### config.mk
export PLATFORM = sky130hd
export DESIGN_NAME = svh_cell
export DESIGN_NICKNAME = d
export VERILOG_FILES = /design/src/sv/svh_pkg.sv /design/src/sv/svh_cell.sv
export SDC_FILE = /design/constraint.sdc
export NUM_CORES = 1
export LEC_CHECK = 0
export BUFFER_PORTS_ARGS = -buffer_cell sky130_fd_sc_hd__buf_2
export CAP_MARGIN = 20
export CORE_ASPECT_RATIO = 0.9
export CORE_MARGIN = 5
export CORE_UTILIZATION = 35
export CTS_CLUSTER_SIZE = 8
export DETAILED_ROUTE_END_ITERATION = 10
export PLACE_DENSITY = 0.69
export SLEW_MARGIN = 20
export SYNTH_ARGS = -nofsm -noshare
export SYNTH_HDL_FRONTEND = slang
export SYNTH_SLANG_ARGS = --single-unit
### constraint.sdc
create_clock -name clock -period 3.95 [get_ports clock]
set_input_delay 0.79 -clock clock [delete_from_list [all_inputs] [get_ports clock]]
set_output_delay 0.79 -clock clock [all_outputs]
set_load 0.01 [all_outputs]
### src/sv/svh_pkg.sv
package svh_pkg;

   localparam int KEY_BITS   = 32;
   localparam int COUNT_OUT_BITS = 16;

   // command codes on the request channel
   localparam logic CMD_ADD    = 1'b0;
   localparam logic CMD_REPORT = 1'b1;

   typedef enum logic [1:0] {
      CELL_HOLD,
      CELL_ADD,
      CELL_POP
   } cell_op_type;

   // status a cell hands to its right neighbor
   typedef struct packed {
      logic valid;
      logic lt;
   } cell_tag_type;

   typedef enum logic {
      ST_IDLE,
      ST_REPORT
   } state_type;

endpackage

### src/sv/svh_cell.sv
module svh_cell #(
   parameter int COUNT_BITS = 16
) (
   input  logic                          clock,
   input  logic                          reset,
   input  svh_pkg::cell_op_type          op,
   input  logic                          hit,
   input  logic                          full,
   input  logic signed [31:0]            value,
   input  svh_pkg::cell_tag_type         left_tag,
   input  logic signed [31:0]            left_key,
   input  logic [COUNT_BITS-1:0]         left_count,
   input  logic                          right_valid,
   input  logic signed [31:0]            right_key,
   input  logic [COUNT_BITS-1:0]         right_count,
   output svh_pkg::cell_tag_type         tag,
   output logic                          eq,
   output logic signed [31:0]            key,
   output logic [COUNT_BITS-1:0]         count
);
   import svh_pkg::*;

   logic                   valid_ff, valid_in;
   logic signed [31:0]     key_ff, key_in;
   logic [COUNT_BITS-1:0]  count_ff, count_in;
   logic                   lt;

   assign lt        = valid_ff && (key_ff < value);
   assign eq        = valid_ff && (key_ff == value);
   assign tag.valid = valid_ff;
   assign tag.lt    = lt;
   assign key       = key_ff;
   assign count     = count_ff;

   always_comb begin
      valid_in = valid_ff;
      key_in   = key_ff;
      count_in = count_ff;
      unique case (op)
         CELL_HOLD: begin
         end
         CELL_ADD: begin
            if (hit) begin
               if (eq && (count_ff != {COUNT_BITS{1'b1}})) begin
                  count_in = count_ff + COUNT_BITS'(1);
               end
            end else if (!full && !lt) begin
               // left neighbor smaller: this is the insertion slot
               if (left_tag.lt) begin
                  valid_in = 1'b1;
                  key_in   = value;
                  count_in = COUNT_BITS'(1);
               end else begin
                  valid_in = left_tag.valid;
                  key_in   = left_key;
                  count_in = left_count;
               end
            end
         end
         CELL_POP: begin
            valid_in = right_valid;
            key_in   = right_key;
            count_in = right_count;
         end
         default: begin
         end
      endcase
   end

   always_ff @(posedge clock) begin
      if (reset) begin
         valid_ff <= 1'b0;
      end else begin
         valid_ff <= valid_in;
      end
   end

   always_ff @(posedge clock) begin
      key_ff   <= key_in;
      count_ff <= count_in;
   end

endmodule

-- Word level (Yosys, flattened, before mapping)
Cells that the tools add are included.
- flip-flop bits (word level): 49
- input port bits: 137
- logic and storage cells: 35
- add/sub/neg operators: 1
- order comparisons: 1
- eq/ne operators: 8
- mux-type cells: 13
- reduce and logical (&&, ||, !) cells: 9
- operator list (cell ; number):
    32-bit two-way mux ; 3
    16-bit two-way mux ; 4
    32-bit case mux with 2 select lines ; 1
    32-bit == test ; 1
    32-bit less-than comparator ; 1
    16-bit case mux with 2 select lines ; 1
    16-bit by 1-bit adder with 16-bit output (second input constant) ; 1
    16-bit inequality test (second input constant) ; 1
    3-bit inequality test (second input constant) ; 2
    3-bit AND reduction ; 2
    1-bit logical AND ; 4
    2-bit inequality test (second input constant) ; 2
    1-bit two-way mux ; 3
    2-bit by 1-bit == test with 1-bit output (second input constant) ; 1
    2-bit == test (second input constant) ; 1
    1-bit zero test ; 2
    1-bit case mux with 2 select lines ; 1
    2-bit nonzero test ; 1

-- Depth between registers and ports, before layout
Gate-level depths: netlist of the first run.
- depth in word-level cells: 7
- gate-level depth with buffers: 9

-- Worst setup path before layout of the first run
Ideal clock, no wire load.
- path type: input to register
- from: input port value[31]
- to: register key_ff[0] (netlist: key[0]) (enable)
- data arrival time: 2.685 ns
- slack: 0.876 ns
- stages on the path: 8
- buffers on the path: 0
- cell sequence: inv_1 ha_1 nand2_1 nor4_2 a21oi_1 a31oi_1 o211ai_1 nand2_1
- word-level cells in the longest chain between the ends: 6
- RTL lines (element ; RTL line ; source):
    from (decl) ; svh_cell.sv:9 ; input logic signed [31:0] value,
    32-bit less-than comparator ; svh_cell.sv:28 ; assign lt = valid_ff && (key_ff < value);
    1-bit logical AND ; svh_cell.sv:28 ;
    1-bit zero test ; svh_cell.sv:47 ; end else if (!full && !lt) begin
    1-bit logical AND ; svh_cell.sv:47 ;
    2-bit inequality test (no line) ; - ;
    3-bit AND reduction (no line) ; - ;
    to (signal assigned) ; svh_cell.sv:79 ; key_ff <= key_in;
    to (decl) ; svh_cell.sv:24 ; logic signed [31:0] key_ff, key_in;
Every way passes these cells.
A chain may end at the register's enable or synchronous reset.

==> summary.txt, run 1 <==
STA
  • Worst slew pin tran: 0.880 ns
  • Maximum clock frequency: 0.291 GHz
  • Max_slew headroom: 41.1%
  • Setup Skew: 0.00617 ns
  • Period utilisation layout: 87.1%
  • RSZ-0062 raised after global routing: false
  • Setup violators final: 0
  • Final Hold Viols: 0
  • Final setup TNS: 0 ns
  • Max Slew Vio Count: 0
  • Period minus WS final: 3.44 ns

Finish
  • Most common cell after layout, fill and taps aside: buf_2
  • Non-Filler Cell Area, Final: 4920 um^2
  • P&R area growth vs syn: 32.1%
  • Ant diodes: 0
  • Commonest cells after routing, fill and taps aside: 187 x buf_2, 64 x nand2_1, 54 x o21ai_0
  • Share of layout cells above drive strength 1: 35.2%
  • Layout net count: 754

Floorplanning
  • Die area: 12,800 um^2
  • Chip height: 108 um
  • Row cnt: 35
  • IO Count: 188
  • Core box area: 10,300 um^2
  • Initial core utilization: 36.0%
  • Chip width: 119 um

CTS
  • CTS buffer count: 5
  • # Post-CTS Setup Buffers: 0
  • Root buffer cell: clkbuf_16
  • CTS tree: done
  • Clk slew on worst S/H paths: 0.06 ns
  • Maximum buffer depth of the clock tree: 2
  • Post-CTS resize count: 0
  • Total clock sinks: 49
  • Hold Buf Count CTS: 0
  • Clk Latency, worst-skew pair: 0.28 ns
  • H-tree lvl count: 2

Synthesis
  • Post-synth top flop: edfxtp_1
  • Number of synthesized flops with an enable pin: 48
  • Synth cell types: 45
  • Mapped Area: 3720 um^2
  • Seq/Total Area, Yosys: 39.3%
  • Yosys warns: 0
  • Syn_area_per_cell: 9.21 um^2
  • Synthesized flop and latch total: 49
  • Post-synth ARST share: 0%
  • Synth Net Count: 576
  • Gate Count Post-Synth: 404

GRT
  • Vias in the first global route: 3,635
  • Largest net degree at the start of global routing: 66
  • Initial antenna violation count: 0
  • Total GRT Usage: 16.6%
  • GRT Residual Overflow: 0
  • First-pass GRT wire length: 17,400 um

Worst setup path
  • Reg2Reg Depth: 7
  • Crit path max-delay cell type: nor4_2
  • CP arrival: 2.65 ns
  • Worst path cell trace: buf_2 > inv_1 > ha_1 > nand2_1 > nor4_2 > a21oi_1 > a31oi_1 > nor2_1 > o21a_1 > buf_2
  • Worst Setup End Kind: output pin
  • Largest stage delay, worst path: 0.43 ns
  • Worst EP required: 3.16 ns
  • Crit path launch type: primary input
  • Cell mode on critical path: buf_2
  • CP Class: primary input to output pin
  • CP Max Fanout: 4

Routing
  • Drt total wl: 11,000 um
  • DR iter-0 viols: 172
  • Via density: 4.98
  • DR vias: 3,549
  • Routed Antenna Nets: 0
  • Top layer in use: met4
  • WL per Instance: 15.5 um
  • Met2 Wirelength: 5490 um
  • Residual DRC: 0
  • Met1 wire length: 4490 um
  • Metal3 WL: 861 um
  • DRT Pass-1 Iters: 4

Placement
  • Detailed Place HPWL: 9040 um
  • IO buf count: 187
  • GPL Wtd Cong: 0.847
  • Placed inst area: 4770 um^2

Hold path
  • WHS Path Cells: 2
  • Hold Path Class: flip-flop to flip-flop

Run
  • Max cap viols: 0

Pwr
  • Pwr/cell area: 312 nW/um^2
  • LEAKAGE: 2.37 nW
  • Peak supply drop: 142 uV

Run status
  • Status: completed
## cell type report
class	instances	area [um^2]
multi-input cells	296	2030
clock buffers	8	146
well taps	129	161
repair buffers	192	973
flip-flops and latches	49	1460
fillers	1002	5420
inverters	38	143
## through the flow
stage | setup WS (ns) | cells | hold WS, ns | power [W] | util, %
final | 0.511 | 712 | 0.675 | 0.00154 | 47.6
after floorplan | 0.876 | 404 | 0.553 | 0.000932 | -
after global placement | 0.493 | 704 | 0.640 | 0.00111 | 46.2
after global routing | 0.247 | 712 | 0.696 | 0.00164 | 47.6
after detailed placement | 0.431 | 704 | 0.662 | 0.00112 | 46.2
after CTS | 0.451 | 712 | 0.672 | 0.00156 | 47.6
## worst max-delay path: cells and delay by family
kind / cells / cell delay, ns
adders and majority gates: 1 / 0.34
AOI/OAI and AO/OA: 3 / 0.60
buffers and inverters: 3 / 0.28
and+or+nand+nor: 3 / 0.64
## cells by family (layout without fill, tap and decap cells)
kind of cell	count (synthesis)	after routing	share of synthesized area [%]
DFF	49	49	39.3
buffers and inverters	59	238	6.25
xor gates and xnor gates	14	14	3.29
AOI/OAI and AO/OA	101	101	15.8
muxes	33	33	8.87
adders and majority gates	35	35	11.8
and+or+nand+nor	113	113	14.8
## report_power, final
part | internal, W | switching, W
clock | 0.000253 | 0.000174
combinational | 0.000185 | 0.000225
sequential | 0.000646 | 0.0000511
total | 0.00108 | 0.000451
## flip-flops by register name, indices dropped and copies added (netlist names)
name      flops
key          32
count        16
valid_ff      1
## Yosys cell counts (3+ instances only)
cell type  number  share of area (%)
nand3_1         9                1.2
a21oi_1        17                2.3
a221oi_1        4               0.94
nand4_1         5               0.84
a21o_1          3               0.60
ha_1           35                 12
nor2_1         10                1.0
buf_2           3               0.40
xor2_1          6                1.4
o21ai_0        54                7.3
nand2b_1        3               0.50
xnor2_1         8                1.9
a22oi_1        11                2.2
clkbuf_1       16                1.6
mux2i_1        33                8.9
inv_1          38                3.8
nor3_1          4               0.54
nand2_1        64                6.5
edfxtp_1       48                 39
## worst paths after layout
kind / from / to / slack, ns
worst min-delay path: valid_ff / valid_ff / 0.68
worst min register to register: valid_ff / valid_ff / 0.68
worst max-delay path: value[31] / tag[0] / 0.51
worst max register to register: key[15] / count[14] / 1.04
## per-layer routing
metal | global-route usage (%) | up-vias
li1 | - | 1815
met1 | 19.7 | 1579
met2 | 29.7 | 141
met3 | 4.52 | 14
met4 | 4.47 | 0
met5 | 0 | -
No activity file was read; power rests on OpenSTA's default activity.
==> run 2: changes to the inputs <==
ABC_AREA = 1   (was not set)
CELL_PAD_IN_SITES_DETAIL_PLACEMENT = 0   (was not set)
CELL_PAD_IN_SITES_GLOBAL_PLACEMENT = 1   (was not set)
CORE_UTILIZATION = 32   (was 35)
PLACE_DENSITY = 0.87   (was 0.69)
==> run 2 against run 1 <==
Combinational power decreased by 5.6%. Clock skew increased by 0.00095 ns. Setup slack improved by 0.32 ns. First-iteration DRC count increased by 20%. Clock-buffer cell count decreased by 3. Global-route usage about the same. Synthesized cell count increased by 22%. Sequential power decreased by 5.0%. Total power decreased by 3.8%. Highest routed layer unchanged. Utilization decreased by 4.1 points. Critical endpoint unchanged. Cell count increased by 16%.
==> summary.txt, run 2 <==
Run status
  • Status: completed

STA
  • Period minus WS final: 3.11 ns (-0.325 ns)
  • Period utilisation layout: 78.8% (-8.2 points)
  • Max_slew headroom: 29.2% (-12 points)
  • Max Slew Vio Count: 0 (unchanged)
  • Final Hold Viols: 0 (unchanged)
  • Maximum clock frequency: 0.321 GHz (+10%)
  • Setup violators final: 0 (unchanged)
  • Setup Skew: 0.00712 ns (+0.000947 ns)
  • Worst slew pin tran: 1.06 ns (+0.179 ns)
  • Final setup TNS: 0 ns (unchanged)
  • RSZ-0062 raised after global routing: false

Worst setup path
  • Worst Setup End Kind: output pin
  • CP Max Fanout: 4 (unchanged)
  • Worst EP required: 3.16 ns (about the same)
  • CP arrival: 2.32 ns (-0.33 ns)
  • CP Class: primary input to output pin
  • Crit path launch type: primary input

Finish
  • Largest register FFs: 32 (unchanged)
  • Ant diodes: 0 (unchanged)
  • P&R area growth vs syn: 33.8%
  • Util after Layout: 43.4% (-4.1 points)
  • Register area: 1460 um^2 (unchanged)
  • Non-Filler Cell Area, Final: 4940 um^2 (+0.59%)
  • Commonest cells after routing, fill and taps aside: 187 x buf_2, 108 x a21oi_1, 87 x nand2_1
  • Footprint of the multi-input gates: 1900 um^2 (-6.5%)
  • Share of layout cells above drive strength 1: 31.1% (-4.0 points)
  • Fill cells: 1,197 (+19%)
  • Most common cell after layout, fill and taps aside: buf_2
  • Non-filler cells, final: 827 (+16%)
  • Layout net count: 842 (+12%)

Pwr
  • LEAKAGE: 2.47 nW (+4.4%)
  • Peak supply drop: 113 uV (-21%)
  • Pwr Total: 0.00148 W (-3.8%)
  • Pwr/cell area: 299 nW/um^2 (-4.4%)

Hold path
  • Hold Path Class: flip-flop to flip-flop

GRT
  • Largest net degree at the start of global routing: 38 (-42%)
  • Vias in the first global route: 3,799 (+4.5%)
  • GRT Residual Overflow: 0 (unchanged)
  • Total GRT Usage: 16.6% (+0.018 points)
  • Initial antenna violation count: 0 (unchanged)
  • First-pass GRT wire length: 18,200 um (+4.8%)

CTS
  • Clk Latency, worst-skew pair: 0.30 ns (+0.02 ns)
  • Root buffer cell: clkbuf_16
  • Clk slew on worst S/H paths: 0.07 ns (about the same)
  • CTS tree: done
  • CTS buffer count: 5 (unchanged)
  • Post-CTS resize count: 0 (unchanged)
  • # Post-CTS Setup Buffers: 0 (unchanged)
  • Total clock sinks: 49 (unchanged)
  • H-tree lvl count: 2 (unchanged)
  • Hold Buf Count CTS: 0 (unchanged)
  • Maximum buffer depth of the clock tree: 2 (unchanged)

Placement
  • Placed inst area: 4780 um^2 (+0.21%)
  • Placed cells: 818 (+16%)
  • GPL Wtd Cong: 0.825 (-2.6%)
  • IO buf count: 187 (unchanged)
  • Detailed Place HPWL: 9220 um (+2.0%)

Synthesis
  • Leading post-synthesis cells by cell area: edfxtp_1 39%, a21oi_1 15%, ha_1 12%, nand2_1 8.8%, inv_1 6.5%
  • Top cell type's share of synthesized area: 39.0% (+0.29 points)
  • Synthesized flop and latch total: 49 (unchanged)
  • Yosys warns: 0 (unchanged)
  • Top cells by count, synth: 108 x a21oi_1, 87 x nand2_1, 64 x inv_1, 61 x nor2_1, 48 x edfxtp_1
  • Synth Net Count: 663 (+15%)
  • Mapped Area: 3690 um^2 (-0.74%)
  • Post-synth ARST share: 0% (unchanged)
  • Number of synthesized flops with an enable pin: 48 (unchanged)
  • Synth cell types: 26 (-42%)
  • Most frequent cell after synthesis: a21oi_1
  • Gate Count Post-Synth: 491 (+22%)
  • Post-synth top flop: edfxtp_1
  • Seq/Total Area, Yosys: 39.6% (+0.29 points)
  • Syn_area_per_cell: 7.53 um^2 (-18%)
  • Cell taking the most area after synthesis: edfxtp_1

Floorplanning
  • Initial core utilization: 32.4% (-3.6 points)
  • Chip width: 123 um (+3.8%)
  • Chip height: 112 um (+3.8%)
  • Row cnt: 37 (+5.7%)
  • Die area: 13,800 um^2 (+7.8%)
  • IO Count: 188 (unchanged)
  • Core box area: 11,400 um^2 (+10%)

Run
  • Max cap viols: 0 (unchanged)

Routing
  • DRT Pass-1 Iters: 4 (unchanged)
  • Routed Antenna Nets: 0 (unchanged)
  • Via density: 4.76 (-4.6%)
  • DR vias: 3,934 (+11%)
  • Residual DRC: 0 (unchanged)
  • Drt total wl: 11,900 um (+8.3%)
  • DR iter-0 viols: 206 (+20%)
  • WL per Instance: 14.4 um (-6.7%)
[run 2: cell count changes after synthesis, moves of 4 or more]
cell	previous run	this run
a221oi_1	4	0
nor2_2	0	4
xnor2_1	8	0
a21oi_1	17	108
a22oi_1	11	3
xor2_1	6	0
inv_1	38	64
nand3_1	9	17
mux2i_1	33	0
nand2_1	64	87
o21ai_0	54	16
nor2_1	10	61
[run 2: layout make-up]
type / instances / share of cell area (%)
clock buffers: 5 / 2.53
clock inverters: 3 / 0.253
inverters: 67 / 5.09
multi-input cells: 354 / 38.4
flip-flops and latches: 49 / 29.6
well taps: 156 / 3.95
repair buffers: 193 / 20.2
[run 2: logic make-up after synthesis]
logic type,count (synthesis),synth area share (%)
AND/OR/NAND/NOR,183,20.3
flip-flops,49,39.6
AO/OA/AOI/OAI,136,19.1
adder cells (fa/ha/maj),35,11.9
buffers and inverters,88,9.14
[run 2: critical path: stages]
cell,delay (ns)
buf_2,0.09
inv_1,0.04
ha_1,0.34
a21oi_1,0.19
o21a_1,0.14
nand2_1,0.06
a21oi_1,0.19
nand2_1,0.08
nand2_1,0.06
nand3_1,0.09
inv_1,0.10
buf_2,0.15
[run 2: power by group]
group	switching [W]	total, W	internal [W]	leakage [nW]
sequential	0.0000316	0.000662	0.000630	0.464
combinational	0.000222	0.000388	0.000166	1.94
clock	0.000197	0.000427	0.000230	0.0687
total	0.000451	0.00148	0.00103	2.47
[run 2: metal layers]
| layer | GRT usage (%) | wire (um) |
|---|---|---|
| met1 | 20.4 | 5090 |
| met2 | 28.5 | 5720 |
| met3 | 5.64 | 1090 |
| met4 | 2.95 | 47 |
| met5 | 0 | 0 |
[run 2: path summary, 6_finish.rpt]
| path | depth (start not counted) | slack, ns | endpoint | startpoint |
|---|---|---|---|---|
| hold / removal | 4 | 0.58 | valid_ff | valid_ff |
| hold reg to reg | 4 | 0.58 | valid_ff | valid_ff |
| setup reg to reg | 11 | 1.31 | count[15] | key[15] |
| setup / recovery | 12 | 0.84 | tag[0] | value[31] |
[run 2: stage by stage]
step	worst slack (ns)	hold WS, ns
floorplan	0.820	0.544
global placement	0.836	0.574
detailed placement	0.804	0.583
CTS	0.802	0.594
global route	0.603	0.671
finish	0.836	0.582
